**config.mk**
```make
export PLATFORM = sky130hd
export DESIGN_NAME = uart_rx_line_ring_buffer
export DESIGN_NICKNAME = d
export VERILOG_FILES = /design/src/design/urlrb_pkg.sv /design/src/design/urlrb_ram.sv /design/src/design/urlrb_seq.sv /design/src/design/uart_rx_line_ring_buffer.sv
export VERILOG_INCLUDE_DIRS = /design/src /design/src/design
export SDC_FILE = /design/constraint.sdc
export NUM_CORES = 1
export LEC_CHECK = 0
export BUFFER_PORTS_ARGS = -buffer_cell sky130_fd_sc_hd__buf_2
export CORE_MARGIN = 2
export CORE_UTILIZATION = 45
export DETAILED_ROUTE_END_ITERATION = 10
export PLACE_DENSITY_LB_ADDON = 0.2
export SLEW_MARGIN = 25
export SYNTH_ARGS = -nofsm -noshare
export SYNTH_HDL_FRONTEND = slang
export SYNTH_SLANG_ARGS = --single-unit
```
**constraint.sdc**
```tcl
create_clock -name clock -period 8.61 [get_ports clock]
set_input_delay 0 -clock clock [delete_from_list [all_inputs] [get_ports clock]]
set_output_delay 0 -clock clock [all_outputs]
set_load 0.02 [all_outputs]
```
**src/design/uart_rx_line_ring_buffer_defines.svh**
```systemverilog
// Assertion macros for the serial receive ring buffer.
// Used by the sequencer file; no other dependencies.
`ifndef UART_RX_LINE_RING_BUFFER_DEFINES_SVH
`define UART_RX_LINE_RING_BUFFER_DEFINES_SVH
`ifndef SYNTH
`define URLRB_ASSERT(label, clk, rst, cond) \
   label: assert property (@(posedge clk) disable iff (rst) (cond)) \
      else $error("condition check failed");
`define URLRB_ASSERT_IMPL(label, clk, rst, ante, cons) \
   label: assert property (@(posedge clk) disable iff (rst) (ante) |-> (cons)) \
      else $error("implication check failed");
`define URLRB_ASSERT_NEXT(label, clk, rst, ante, cons) \
   label: assert property (@(posedge clk) disable iff (rst) (ante) |=> (cons)) \
      else $error("next-cycle check failed");
`else
`define URLRB_ASSERT(label, clk, rst, cond)
`define URLRB_ASSERT_IMPL(label, clk, rst, ante, cons)
`define URLRB_ASSERT_NEXT(label, clk, rst, ante, cons)
`endif
`endif

```
**src/design/urlrb_pkg.sv**
```systemverilog
// Shared constants, types and helper functions of the receive ring buffer.
// No dependencies.
`default_nettype none
package urlrb_pkg;
   localparam int DEPTH  = 32;
   localparam int PTR_W  = (DEPTH > 1) ? $clog2(DEPTH) : 1;
   localparam int CNT_W  = 6;
   localparam int BYTE_W = 8;

   localparam logic [CNT_W-1:0]  LINE_MAX   = 6'd63;
   localparam logic [BYTE_W-1:0] TERM_RESET = 8'd10;
   localparam logic [BYTE_W-1:0] NUL_BYTE   = 8'h00;

   typedef enum logic [1:0] {
      OP_STORE      = 2'd0,
      OP_READ_LINE  = 2'd1,
      OP_READ_COUNT = 2'd2,
      OP_CLEAR      = 2'd3
   } op_type;

   typedef struct packed {
      logic              wr_en;
      logic [PTR_W-1:0]  wr_addr;
      logic [BYTE_W-1:0] wr_data;
      logic [PTR_W-1:0]  rd_addr;
   } ram_req_type;

   function automatic logic [PTR_W-1:0] ptr_inc(input logic [PTR_W-1:0] p);
      return (p == PTR_W'(DEPTH - 1)) ? '0 : p + 1'b1;
   endfunction

   function automatic logic [CNT_W-1:0] waiting_count(input logic [PTR_W-1:0] wp,
                                                     input logic [PTR_W-1:0] rp,
                                                     input logic full);
      if (full) begin
         return CNT_W'(DEPTH);
      end else if (wp >= rp) begin
         return CNT_W'(wp) - CNT_W'(rp);
      end else begin
         return CNT_W'(wp) + CNT_W'(DEPTH) - CNT_W'(rp);
      end
   endfunction
endpackage
`default_nettype wire

```
**src/design/urlrb_ram.sv**
```systemverilog
// Byte store of the ring buffer: one write port, one read port, registered read data.
// Depends on urlrb_pkg.
`default_nettype none
module urlrb_ram
   import urlrb_pkg::*;
(
   input  wire logic              clock,
   input  wire ram_req_type       ram_req,
   output logic [BYTE_W-1:0]      rd_data
);
   logic [BYTE_W-1:0] mem [DEPTH];
   logic [BYTE_W-1:0] rd_data_ff;

   always_ff @(posedge clock) begin
      if (ram_req.wr_en) begin
         mem[ram_req.wr_addr] <= ram_req.wr_data;
      end
      rd_data_ff <= mem[ram_req.rd_addr];
   end

   assign rd_data = rd_data_ff;
endmodule
`default_nettype wire

```
**src/design/urlrb_seq.sv**
```systemverilog
// Sequencer of the ring buffer: pointers, full flag, line count and the read loop.
// Depends on urlrb_pkg and the assertion macro header.
`default_nettype none
`include "uart_rx_line_ring_buffer_defines.svh"
module urlrb_seq
   import urlrb_pkg::*;
(
   input  wire logic              clock,
   input  wire logic              reset,
   input  wire logic              start,
   output logic                   busy,
   input  wire logic [1:0]        req_op,
   input  wire logic [BYTE_W-1:0] req_rx_byte,
   input  wire logic              req_blocked,
   input  wire logic [7:0]        req_read_count,
   input  wire logic [BYTE_W-1:0] terminator,
   input  wire logic [BYTE_W-1:0] rd_data,
   output ram_req_type            ram_req,
   output logic                   rsp_strobe,
   output logic [BYTE_W-1:0]      rsp_data_byte,
   output logic                   rsp_byte_valid,
   output logic                   rsp_last,
   output logic                   rsp_line_found,
   output logic [CNT_W-1:0]       rsp_read_length,
   output logic [CNT_W-1:0]       rsp_bytes_waiting,
   output logic                   rsp_overrun,
   output logic                   rsp_dropped
);
   typedef enum logic {ST_IDLE, ST_RUN} state_type;

   state_type         state_ff, state_in;
   logic [PTR_W-1:0]  rp_ff, rp_in, wp_ff, wp_in;
   logic              full_ff, full_in;
   logic [CNT_W-1:0]  lines_ff, lines_in;
   logic              is_line_ff, is_line_in;
   logic [CNT_W-1:0]  limit_ff, limit_in;
   logic [CNT_W-1:0]  len_ff, len_in;
   logic              found_ff, found_in;

   logic              res_strobe, res_valid, res_last, res_found, res_dropped;
   logic [BYTE_W-1:0] res_data;
   logic [CNT_W-1:0]  res_len;
   logic              empty, pop;

   logic              rsp_strobe_ff, rsp_byte_valid_ff, rsp_last_ff;
   logic              rsp_line_found_ff, rsp_overrun_ff, rsp_dropped_ff;
   logic [BYTE_W-1:0] rsp_data_byte_ff;
   logic [CNT_W-1:0]  rsp_read_length_ff, rsp_bytes_waiting_ff;

   assign empty = (rp_ff == wp_ff) && !full_ff;
   assign busy  = (state_ff != ST_IDLE);

   always_comb begin
      state_in    = state_ff;
      rp_in       = rp_ff;
      wp_in       = wp_ff;
      full_in     = full_ff;
      lines_in    = lines_ff;
      is_line_in  = is_line_ff;
      limit_in    = limit_ff;
      len_in      = len_ff;
      found_in    = found_ff;
      res_strobe  = 1'b0;
      res_valid   = 1'b0;
      res_last    = 1'b0;
      res_found   = 1'b0;
      res_dropped = 1'b0;
      res_data    = NUL_BYTE;
      res_len     = '0;
      pop         = 1'b0;
      ram_req.wr_en   = 1'b0;
      ram_req.wr_addr = wp_ff;
      ram_req.wr_data = req_rx_byte;
      ram_req.rd_addr = rp_ff;

      unique case (state_ff)
         ST_IDLE: begin
            if (start) begin
               case (req_op)
                  OP_STORE: begin
                     res_strobe = 1'b1;
                     res_last   = 1'b1;
                     if (req_blocked || full_ff) begin
                        res_dropped = 1'b1;
                     end else begin
                        ram_req.wr_en = 1'b1;
                        wp_in   = ptr_inc(wp_ff);
                        full_in = (ptr_inc(wp_ff) == rp_ff);
                        if (req_rx_byte == terminator && lines_ff < LINE_MAX) begin
                           lines_in = lines_ff + 1'b1;
                        end
                     end
                  end
                  OP_READ_LINE: begin
                     if (lines_ff != '0) begin
                        state_in   = ST_RUN;
                        is_line_in = 1'b1;
                        limit_in   = CNT_W'(DEPTH);
                        len_in     = '0;
                        found_in   = 1'b0;
                     end else begin
                        // No complete line: a full buffer is flushed, otherwise nothing moves.
                        res_strobe = 1'b1;
                        res_last   = 1'b1;
                        if (full_ff) begin
                           rp_in    = '0;
                           wp_in    = '0;
                           full_in  = 1'b0;
                           lines_in = '0;
                        end
                     end
                  end
                  OP_READ_COUNT: begin
                     state_in   = ST_RUN;
                     is_line_in = 1'b0;
                     limit_in   = (req_read_count > 8'(DEPTH)) ? CNT_W'(DEPTH)
                                                              : req_read_count[CNT_W-1:0];
                     len_in     = '0;
                     found_in   = 1'b0;
                  end
                  default: begin
                     res_strobe = 1'b1;
                     res_last   = 1'b1;
                     rp_in      = '0;
                     wp_in      = '0;
                     full_in    = 1'b0;
                     lines_in   = '0;
                  end
               endcase
            end
         end
         ST_RUN: begin
            if (!found_ff && !empty && len_ff < limit_ff) begin
               // rd_data holds the entry at rp_ff; fetch the following one meanwhile.
               pop             = 1'b1;
               rp_in           = ptr_inc(rp_ff);
               full_in         = 1'b0;
               ram_req.rd_addr = ptr_inc(rp_ff);
               if (is_line_ff && rd_data == terminator) begin
                  lines_in   = lines_ff - 1'b1;
                  found_in   = 1'b1;
                  res_strobe = 1'b1;
                  res_valid  = 1'b1;
                  res_data   = rd_data;
                  res_len    = len_ff;
               end else if (!(is_line_ff && rd_data == NUL_BYTE)) begin
                  len_in     = len_ff + 1'b1;
                  res_strobe = 1'b1;
                  res_valid  = 1'b1;
                  res_data   = rd_data;
                  res_len    = len_ff + 1'b1;
               end
            end else begin
               res_strobe = 1'b1;
               res_last   = 1'b1;
               res_found  = found_ff;
               res_len    = len_ff;
               state_in   = ST_IDLE;
               if (is_line_ff && !found_ff && empty) begin
                  lines_in = '0;
               end
            end
         end
      endcase
   end

   always_ff @(posedge clock) begin
      if (reset) begin
         state_ff      <= ST_IDLE;
         rp_ff         <= '0;
         wp_ff         <= '0;
         full_ff       <= 1'b0;
         lines_ff      <= '0;
         rsp_strobe_ff <= 1'b0;
      end else begin
         state_ff             <= state_in;
         rp_ff                <= rp_in;
         wp_ff                <= wp_in;
         full_ff              <= full_in;
         lines_ff             <= lines_in;
         rsp_strobe_ff        <= res_strobe;
         rsp_data_byte_ff     <= res_data;
         rsp_byte_valid_ff    <= res_valid;
         rsp_last_ff          <= res_last;
         rsp_line_found_ff    <= res_found;
         rsp_read_length_ff   <= res_len;
         rsp_bytes_waiting_ff <= waiting_count(wp_in, rp_in, full_in);
         rsp_overrun_ff       <= full_in;
         rsp_dropped_ff       <= res_dropped;
      end
      is_line_ff <= is_line_in;
      limit_ff   <= limit_in;
      len_ff     <= len_in;
      found_ff   <= found_in;
   end

   assign rsp_strobe        = rsp_strobe_ff;
   assign rsp_data_byte     = rsp_data_byte_ff;
   assign rsp_byte_valid    = rsp_byte_valid_ff;
   assign rsp_last          = rsp_last_ff;
   assign rsp_line_found    = rsp_line_found_ff;
   assign rsp_read_length   = rsp_read_length_ff;
   assign rsp_bytes_waiting = rsp_bytes_waiting_ff;
   assign rsp_overrun       = rsp_overrun_ff;
   assign rsp_dropped       = rsp_dropped_ff;

   `URLRB_ASSERT_IMPL(a_full_means_equal_ptrs, clock, reset, full_ff, wp_ff == rp_ff)
   `URLRB_ASSERT_IMPL(a_pop_not_empty, clock, reset, pop, !empty && state_ff == ST_RUN)
   `URLRB_ASSERT_NEXT(a_store_answers_next, clock, reset,
                      start && !busy && req_op == OP_STORE, rsp_strobe && rsp_last)
   `URLRB_ASSERT_IMPL(a_overrun_reports_depth, clock, reset, rsp_strobe && rsp_overrun,
                      rsp_bytes_waiting == CNT_W'(DEPTH))
endmodule
`default_nettype wire

```
**src/design/uart_rx_line_ring_buffer.sv**
```systemverilog
// Top level of the serial receive ring buffer: terminator register and the
// sequencer with its byte store. Depends on urlrb_pkg, urlrb_ram and urlrb_seq.
//
// Usage: an item (req_op, req_rx_byte, req_blocked, req_read_count) is taken at a
// clock edge where start is high and busy is low. Results appear on the rsp_ ports
// for one cycle each, marked by rsp_strobe; the receiver must take every one.
// Store, clear and a line read with no complete line give a single result in the
// cycle after the item, and busy stays low, so such items can follow every cycle.
// Line and counted reads raise busy. Their first byte passes the registered read
// data of the byte store and then the response registers; further bytes follow
// one per cycle, as the byte store has a single read port, and a NUL skipped by
// a line read gives no result. The closing result (rsp_last) follows the last
// byte, and busy drops with it. The user writes the line terminator through
// csr_write_enable / csr_write_data only while the block is idle; the block has
// no check for this. Reset empties the buffer, clears the full flag and the line
// count and sets the terminator to newline; stored bytes are not cleared.
`default_nettype none
module uart_rx_line_ring_buffer
   import urlrb_pkg::*;
(
   input  wire logic              clock,
   input  wire logic              reset,
   input  wire logic              start,
   output logic                   busy,
   input  wire logic [1:0]        req_op,
   input  wire logic [BYTE_W-1:0] req_rx_byte,
   input  wire logic              req_blocked,
   input  wire logic [7:0]        req_read_count,
   input  wire logic              csr_write_enable,
   input  wire logic [BYTE_W-1:0] csr_write_data,
   output logic                   rsp_strobe,
   output logic [BYTE_W-1:0]      rsp_data_byte,
   output logic                   rsp_byte_valid,
   output logic                   rsp_last,
   output logic                   rsp_line_found,
   output logic [CNT_W-1:0]       rsp_read_length,
   output logic [CNT_W-1:0]       rsp_bytes_waiting,
   output logic                   rsp_overrun,
   output logic                   rsp_dropped
);
   logic [BYTE_W-1:0] term_ff;
   logic [BYTE_W-1:0] rd_data;
   ram_req_type       ram_req;

   always_ff @(posedge clock) begin
      if (reset) begin
         term_ff <= TERM_RESET;
      end else if (csr_write_enable) begin
         term_ff <= csr_write_data;
      end
   end

   urlrb_ram u_ram (
      .clock   (clock),
      .ram_req (ram_req),
      .rd_data (rd_data)
   );

   urlrb_seq u_seq (
      .clock             (clock),
      .reset             (reset),
      .start             (start),
      .busy              (busy),
      .req_op            (req_op),
      .req_rx_byte       (req_rx_byte),
      .req_blocked       (req_blocked),
      .req_read_count    (req_read_count),
      .terminator        (term_ff),
      .rd_data           (rd_data),
      .ram_req           (ram_req),
      .rsp_strobe        (rsp_strobe),
      .rsp_data_byte     (rsp_data_byte),
      .rsp_byte_valid    (rsp_byte_valid),
      .rsp_last          (rsp_last),
      .rsp_line_found    (rsp_line_found),
      .rsp_read_length   (rsp_read_length),
      .rsp_bytes_waiting (rsp_bytes_waiting),
      .rsp_overrun       (rsp_overrun),
      .rsp_dropped       (rsp_dropped)
   );
endmodule
`default_nettype wire
```
# [Word level (Yosys, flattened, before mapping)]
# Memory sizes are Yosys's and may differ from the RTL's. A register that Yosys moved wholly into a read port is not among the register bits.
# Index checks and enable logic that the tools add are counted.
[totals] ff_bits=66 ram_bits=256 word_cells=158 memories=1
[mem_list] name="u_ram.mem" depth=32 word_bits=8 rd=1 rd_ports_with_merged_regs=1 wr=1 line_no="urlrb_ram.sv:11" text="logic [BYTE_W-1:0] mem [DEPTH];"
[op_classes] n_addsub=8 n_lt_le_gt_ge=4 eq_ne=23 mux=76 n_bitwise=3 n_reduce_logical=24
[ops] operator="$mux 6" count=19
[ops] operator="$mux 5" count=12
[ops] operator="$pmux 6 s2" count=4
[ops] operator="$mux 1" count=25
[ops] operator="$pmux 5 s2" count=2
[ops] operator="$pmux 1 s2" count=9
[ops] operator="$pmux 6 s3" count=1
[ops] operator="$eq 8x8->1" count=2
[ops] operator="$mux 8" count=2
[ops] operator="$ne 3x3->1 const B" count=5
[ops] operator="$pmux 5 s3" count=1
[ops] operator="$add 6x1->6 const B" count=2
[ops] operator="$ne 2x2->1 const B" count=6
[ops] operator="$add 5x1->5 const B" count=2
[ops] operator="$eq 5x5->1" count=2
[ops] operator="$eq 5x5->1 const B" count=2
[ops] operator="$ne 3x2->1 const B" count=3
[ops] operator="$gt 8x6->1 const B" count=1
[ops] operator="$logic_and 1x1->1" count=8
[ops] operator="$logic_not 8->1" count=1
[ops] operator="$reduce_and 8->1" count=1
[ops] operator="$add 5x6->6 const B" count=1
[ops] operator="$lt 6x6->1" count=1
[ops] operator="$lt 6x6->1 const B" count=1
[ops] operator="other kinds (20)" count=25

# [Logic depth before layout (Yosys ltp)]
[logic_depth] depth_word=9 depth_mapped=20 depth_no_buf=17

# [Cells and area by module]
# From an unflattened synthesis, not the netlist that was laid out.
[unflattened] cells_unflattened=839 hier_area_um2=14127.3
[by_module_without_submodules] module="urlrb_ram" instances=1 cells_per_inst=417 area_each_um2=10053.4
[by_module_without_submodules] module="urlrb_seq" instances=1 cells_per_inst=396 area_each_um2=3781.1
[by_module_without_submodules] module="uart_rx_line_ring_buffer" instances=1 cells_per_inst=26 area_each_um2=292.8

# [Worst setup path before layout]
# No wires, ideal clock.
[synth_path] path_type="reg2reg" start="reg u_seq.len_ff[5]" end="reg u_seq.rsp_bytes_waiting_ff[5], in the netlist u_seq.rsp_bytes_waiting[5], data pin" setup_time_ns=0.254 t_arrival_ns=3.441 t_required_ns=8.356 slack_ns=4.915 path_stages_with_launch=19 period_less_slack_ns=3.695 cell_sequence="edfxtp_1 > ha_1 > a211oi_1 > o311a_4 > and2_4 > buf_6 > mux2i_4 > buf_2 > buf_1 > nor2_1 > ha_1 > inv_1 > fa_1 > a21oi_1 > nor2_1 > nor2_1 > a211oi_1 > nor4b_1 > a21o_1"
[synth_via] elab_chain_cells=6
[synth_lines] element="from (decl)" line_no="urlrb_seq.sv:37" text="logic [CNT_W-1:0] len_ff, len_in;"
[synth_lines] element="from (signal assigned)" line_no="urlrb_seq.sv:193" text="len_ff <= len_in;"
[synth_lines] element="$lt 6x6->1 (*)" line_no="urlrb_seq.sv:133" text="if (!found_ff && !empty && len_ff < limit_ff) begin"
[synth_lines] element="$logic_and 1x1->1 (*)" line_no="urlrb_seq.sv:133"
[synth_lines] element="$mux 5 (*)" line_no="urlrb_seq.sv:133"
[synth_lines] element="$pmux 5 s2 (*)" line_no="urlrb_seq.sv:76" text="unique case (state_ff)"
[synth_lines] element="net u_seq.rp_in[0]" line_no="urlrb_seq.sv:32" text="logic [PTR_W-1:0] rp_ff, rp_in, wp_ff, wp_in;"
[synth_lines] element="$sub 6x5->6, or another cell as far along" line_no="urlrb_pkg.sv:40" text="return CNT_W'(wp) + CNT_W'(DEPTH) - CNT_W'(rp);"
[synth_lines] element="$mux 6 (*)" line_no="urlrb_pkg.sv:37" text="end else if (wp >= rp) begin"
[synth_lines] element="to (signal assigned)" line_no="urlrb_seq.sv:187" text="rsp_bytes_waiting_ff <= waiting_count(wp_in, rp_in, full_in);"
[synth_lines] element="to (decl)" line_no="urlrb_seq.sv:48" text="logic [CNT_W-1:0] rsp_read_length_ff, rsp_bytes_waiting_ff;"
# Mark *: on every way through the listed nets, which the timed path passes. The rest lies on a longest branch.
# A chain may end at the register's enable or synchronous reset.

# [Worst setup path after layout]
[layout_path] start="reg u_seq.len_ff[5]" end="reg u_ram.rd_data_ff[0], in the netlist u_ram.rd_data[0] (read register of u_ram.mem)"
[layout_via] elab_chain_cells=4
[layout_lines] element="$lt 6x6->1" line_no="urlrb_seq.sv:133"
[layout_lines] element="$logic_and 1x1->1" line_no="urlrb_seq.sv:133"
[layout_lines] element="$mux 5" line_no="urlrb_seq.sv:133"
[layout_lines] element="$mux 5" line_no="urlrb_seq.sv:76"
[layout_lines] element="to (decl)" line_no="urlrb_ram.sv:12" text="logic [BYTE_W-1:0] rd_data_ff;"
# No other way between the ends.

==> reports/qor.csv <==
stage,metric,value,unit
logic_synthesis,Mapped Area,14500,sq um
grt,GRT Overall Usage,0.218,
clocking,Skew-Pair Late Insertion Delay,0.53,ns
floorplan,die height,183,microns
placed_design,input/output buffers,57,
setup_path,CP endpoint,u_ram.rd_data[0],
logic_synthesis,area share of fa/ha/maj cells after synthesis,0.0239,
setup_path,flop-to-flop setup slack,4.16,ns
timing,Clock Skew,0.0260,ns
logic_synthesis,multiplexer area fraction after synthesis,0.0173,
clocking,TritonCTS buffer count,36,
logic_synthesis,xor-xnor portion of the synthesized cell area,0.0211,
power_and_ir_drop,Reg power frac,0.532,
floorplan,Rows,65,
route,Routed Antenna Nets,0,
grt,antenna violations before repair,0,
logic_synthesis,post-synth cell types,69,
logic_synthesis,post-synth net total,1184,
grt,largest net degree at the start of global routing,66,
logic_synthesis,main combinational cell family by area after synthesis,simple AND/OR/NAND/NOR gates,
timing,achievable clock frequency,0.225,GHz
finish,layout cells sized above 1,0.114,
floorplan,I/O pin total,58,
route,initial drt markers,822,
logic_synthesis,Ys Warns,0,
setup_path,WS Path Type,reg -> reg,
min_path,worst hold stages,3,
timing,count of final hold-check violations,0,
grt,grt ovf,0,
setup_path,crit path from,u_seq.len_ff[5],
power_and_ir_drop,clock share of power,0.433,
timing,Worst-Margin Slew,0.961,ns
setup_path,worst path arrival time,4.92,ns
setup_path,crit end category,register,
power_and_ir_drop,P_sw,0.000690,W
finish,Area Overhead vs Synth,14.2,%
timing,crit share post-route,0.517,
clocking,Root Buffer,clkbuf_16,
logic_synthesis,simple-gate area share of the yosys netlist,0.130,
timing,"Min Clock Period, post-route",4.45,ns
clocking,CTS tree,built,
power_and_ir_drop,Max IR drop VDD,141,uV
logic_synthesis,Compound-Gate Fraction of Synth Area,0.118,
timing,RSZ-0062 raised after global routing,no,
timing,max_slew headroom,0.341,
clocking,clock buffer depth,3,
floorplan,Initial Util,0.457,
route,vias,9562,
finish,most frequent cells in the layout,"edfxtp_1 (295), nand2_1 (102), a211oi_1 (85)",
floorplan,total die area,33600,sq um
power_and_ir_drop,Overall Power,0.00332,W
setup_path,R2R cell count,10,
logic_synthesis,Synth Register Bits,330,
timing,Final WS setup,4.16,ns
timing,Total Neg Setup Slack,0,ns
logic_synthesis,async set-reset flop share out of synthesis,0,
min_path,Hold Path Class,in -> reg,
power_and_ir_drop,Leak,5.73,nW
flow_run,total of max-cap violations,0,
grt,first-pass GRT wire length,55400,microns
floorplan,die width,183,microns
finish,"commonest non-fill, non-tap cell in the layout",edfxtp_1,
finish,Nets,1268,
placed_design,pre-CTS setup slack,4.23,ns
logic_synthesis,Mean Syn Cell Area,12.8,sq um
logic_synthesis,"Primary FF master, synth",edfxtp_1,
logic_synthesis,Post-synth EDFFs,295,
logic_synthesis,"Seq/Total Area, Yosys",0.661,
placed_design,HPWL Detailed,22400,microns
finish,ANT cells,0,
route,Remaining DRCs,0,
route,Pre-Repair DR Iteration Count,4,
timing,"Slew Viols, Final",0,
grt,vias in the first global route,9402,
clocking,clk slew on worst S/H paths,0.06,ns
setup_path,"Max FO, Critical Path",43,
setup_path,Critical Path RT,9.08,ns
route,post-DR vias/cell,5.84,
power_and_ir_drop,logic gate share of total power,0.034,
power_and_ir_drop,switching share of power,0.208,
status,outcome,"finished, final reports clean",
setup_path,reg2reg end,u_ram.rd_data[0],
placed_design,gpl congestion,0.827,
route,DR WL/cell,22.3,microns
clocking,CTS H-tree depth,2,
clocking,Resized cells post-CTS,0,
clocking,clock sinks,330,
floorplan,Core Area,31600,sq um
setup_path,Reg-to-Reg Start,u_seq.len_ff[5],
logic_synthesis,Gate Count Post-Synth,1126,
setup_path,Setup crit start kind,register,
power_and_ir_drop,Int Power,0.00263,W
power_and_ir_drop,PwrDens,201,nW/um^2
route,Post-Route WL,36500,microns
timing,final setup fails,0,
## layer usage
layer  GRT usage  vias up  share of wire
li1            -     4466              -
met1       0.298     4679           0.44
met2       0.354      360           0.47
met3      0.0461       57          0.073
met4      0.0598        0          0.021
met5           0        -              0
## what timing repair did
item | in CTS | in global routing
endpoints found under the hold margin | 26 | 0
hold buffers | 37 | 0
buffers inserted | 0 | 0
setup endpoints to repair | 0 | 0
## synthesized netlist by cell type (all sizes together) (5+ instances only)
cell type	n	area, sq um
buf	31	203
ha	26	325
or3	5	31.3
a21oi	21	105
a31oi	33	206
edfxtp	295	8860
xor2	14	123
nor4	10	68.8
xnor2	20	183
clkbuf	34	128
nand3b	6	45.0
nor3	16	80.1
and2	27	171
nand2b	5	31.3
nand2	103	389
a22oi	5	42.5
mux2i	20	213
o22ai	10	62.6
dfxtp	35	701
and3	83	519
nor2b	5	31.3
nor2	73	274
nand3	24	125
inv	22	82.6
a211oi	86	646
o21ai	63	315
## critical path, stage by stage, from the launching register on
cell      delay, ns
edfxtp_1       0.42
ha_1           0.33
a211oi_1       0.38
o311a_4        0.31
a21bo_2        0.66
buf_4          0.49
and2_2         0.77
nand2_1        0.12
a32o_1         0.24
nor3_1         0.37
o311a_1        0.23
## power by group through the flow
stage          Clock, W  Combinational (W)  Sequential [W]
2_1_floorplan         0          0.0000431         0.00180
3_3_place_gp          0          0.0000986         0.00180
3_5_place_dp          0          0.0000996         0.00180
4_1_cts         0.00145           0.000113         0.00177
5_1_grt         0.00152           0.000125         0.00177
6_report        0.00144           0.000114         0.00177
## state kept, by name, summed over array words and instances (netlist names), 6 cells and up
name,cells
u_seq.limit_ff,6
u_ram.mem,256
u_seq.rsp_data_byte,8
u_seq.lines_ff,6
u_seq.rsp_read_length,6
u_seq.len_ff,6
term_ff,8
u_seq.rsp_bytes_waiting,6
u_ram.rd_data,8
## kinds of logic (layout without fill, tap and decap cells)
logic type               after synthesis  in the layout
adder cells (fa/ha/maj)               27             27
buffers and inverters                 87            196
AND/OR/NAND/NOR                      371            371
flip-flops                           330            330
multiplexers                          23             23
AO/OA/AOI/OAI                        254            254
XOR/XNOR                              34             34
## through the flow
stage	std cells	util	instance area, sq um	hold slack, ns
floorplan	1126	-	14500	0.0989
global placement	1537	0.476	15100	0.219
detailed placement	1537	0.476	15100	0.226
CTS	1637	0.522	16500	0.0271
global route	1637	0.522	16500	0.0543
finish	1637	0.522	16500	0.0453
## worst min path at each step
stage / start / to / slack [ns]
finish: req_op[1] / u_seq.is_line_ff / 0.05
global route: req_rx_byte[7] / u_ram.mem[11][7] / 0.05
CTS: req_op[1] / u_seq.is_line_ff / 0.03
detailed placement: csr_write_data[1] / term_ff[1] / 0.23
global placement: csr_write_data[3] / term_ff[3] / 0.22
floorplan: req_rx_byte[0] / u_ram.mem[0][0] / 0.1
## cell type report
class,count,area [sq um]
fillers,2696,15100
multi-input cells,709,4500
repair buffers,111,783
clock buffers,49,981
inverters,22,82.6
flip-flops and latches,330,9560
clock inverters,14,103
well taps,402,503
Note: power is estimated with default switching activity, not from simulation.
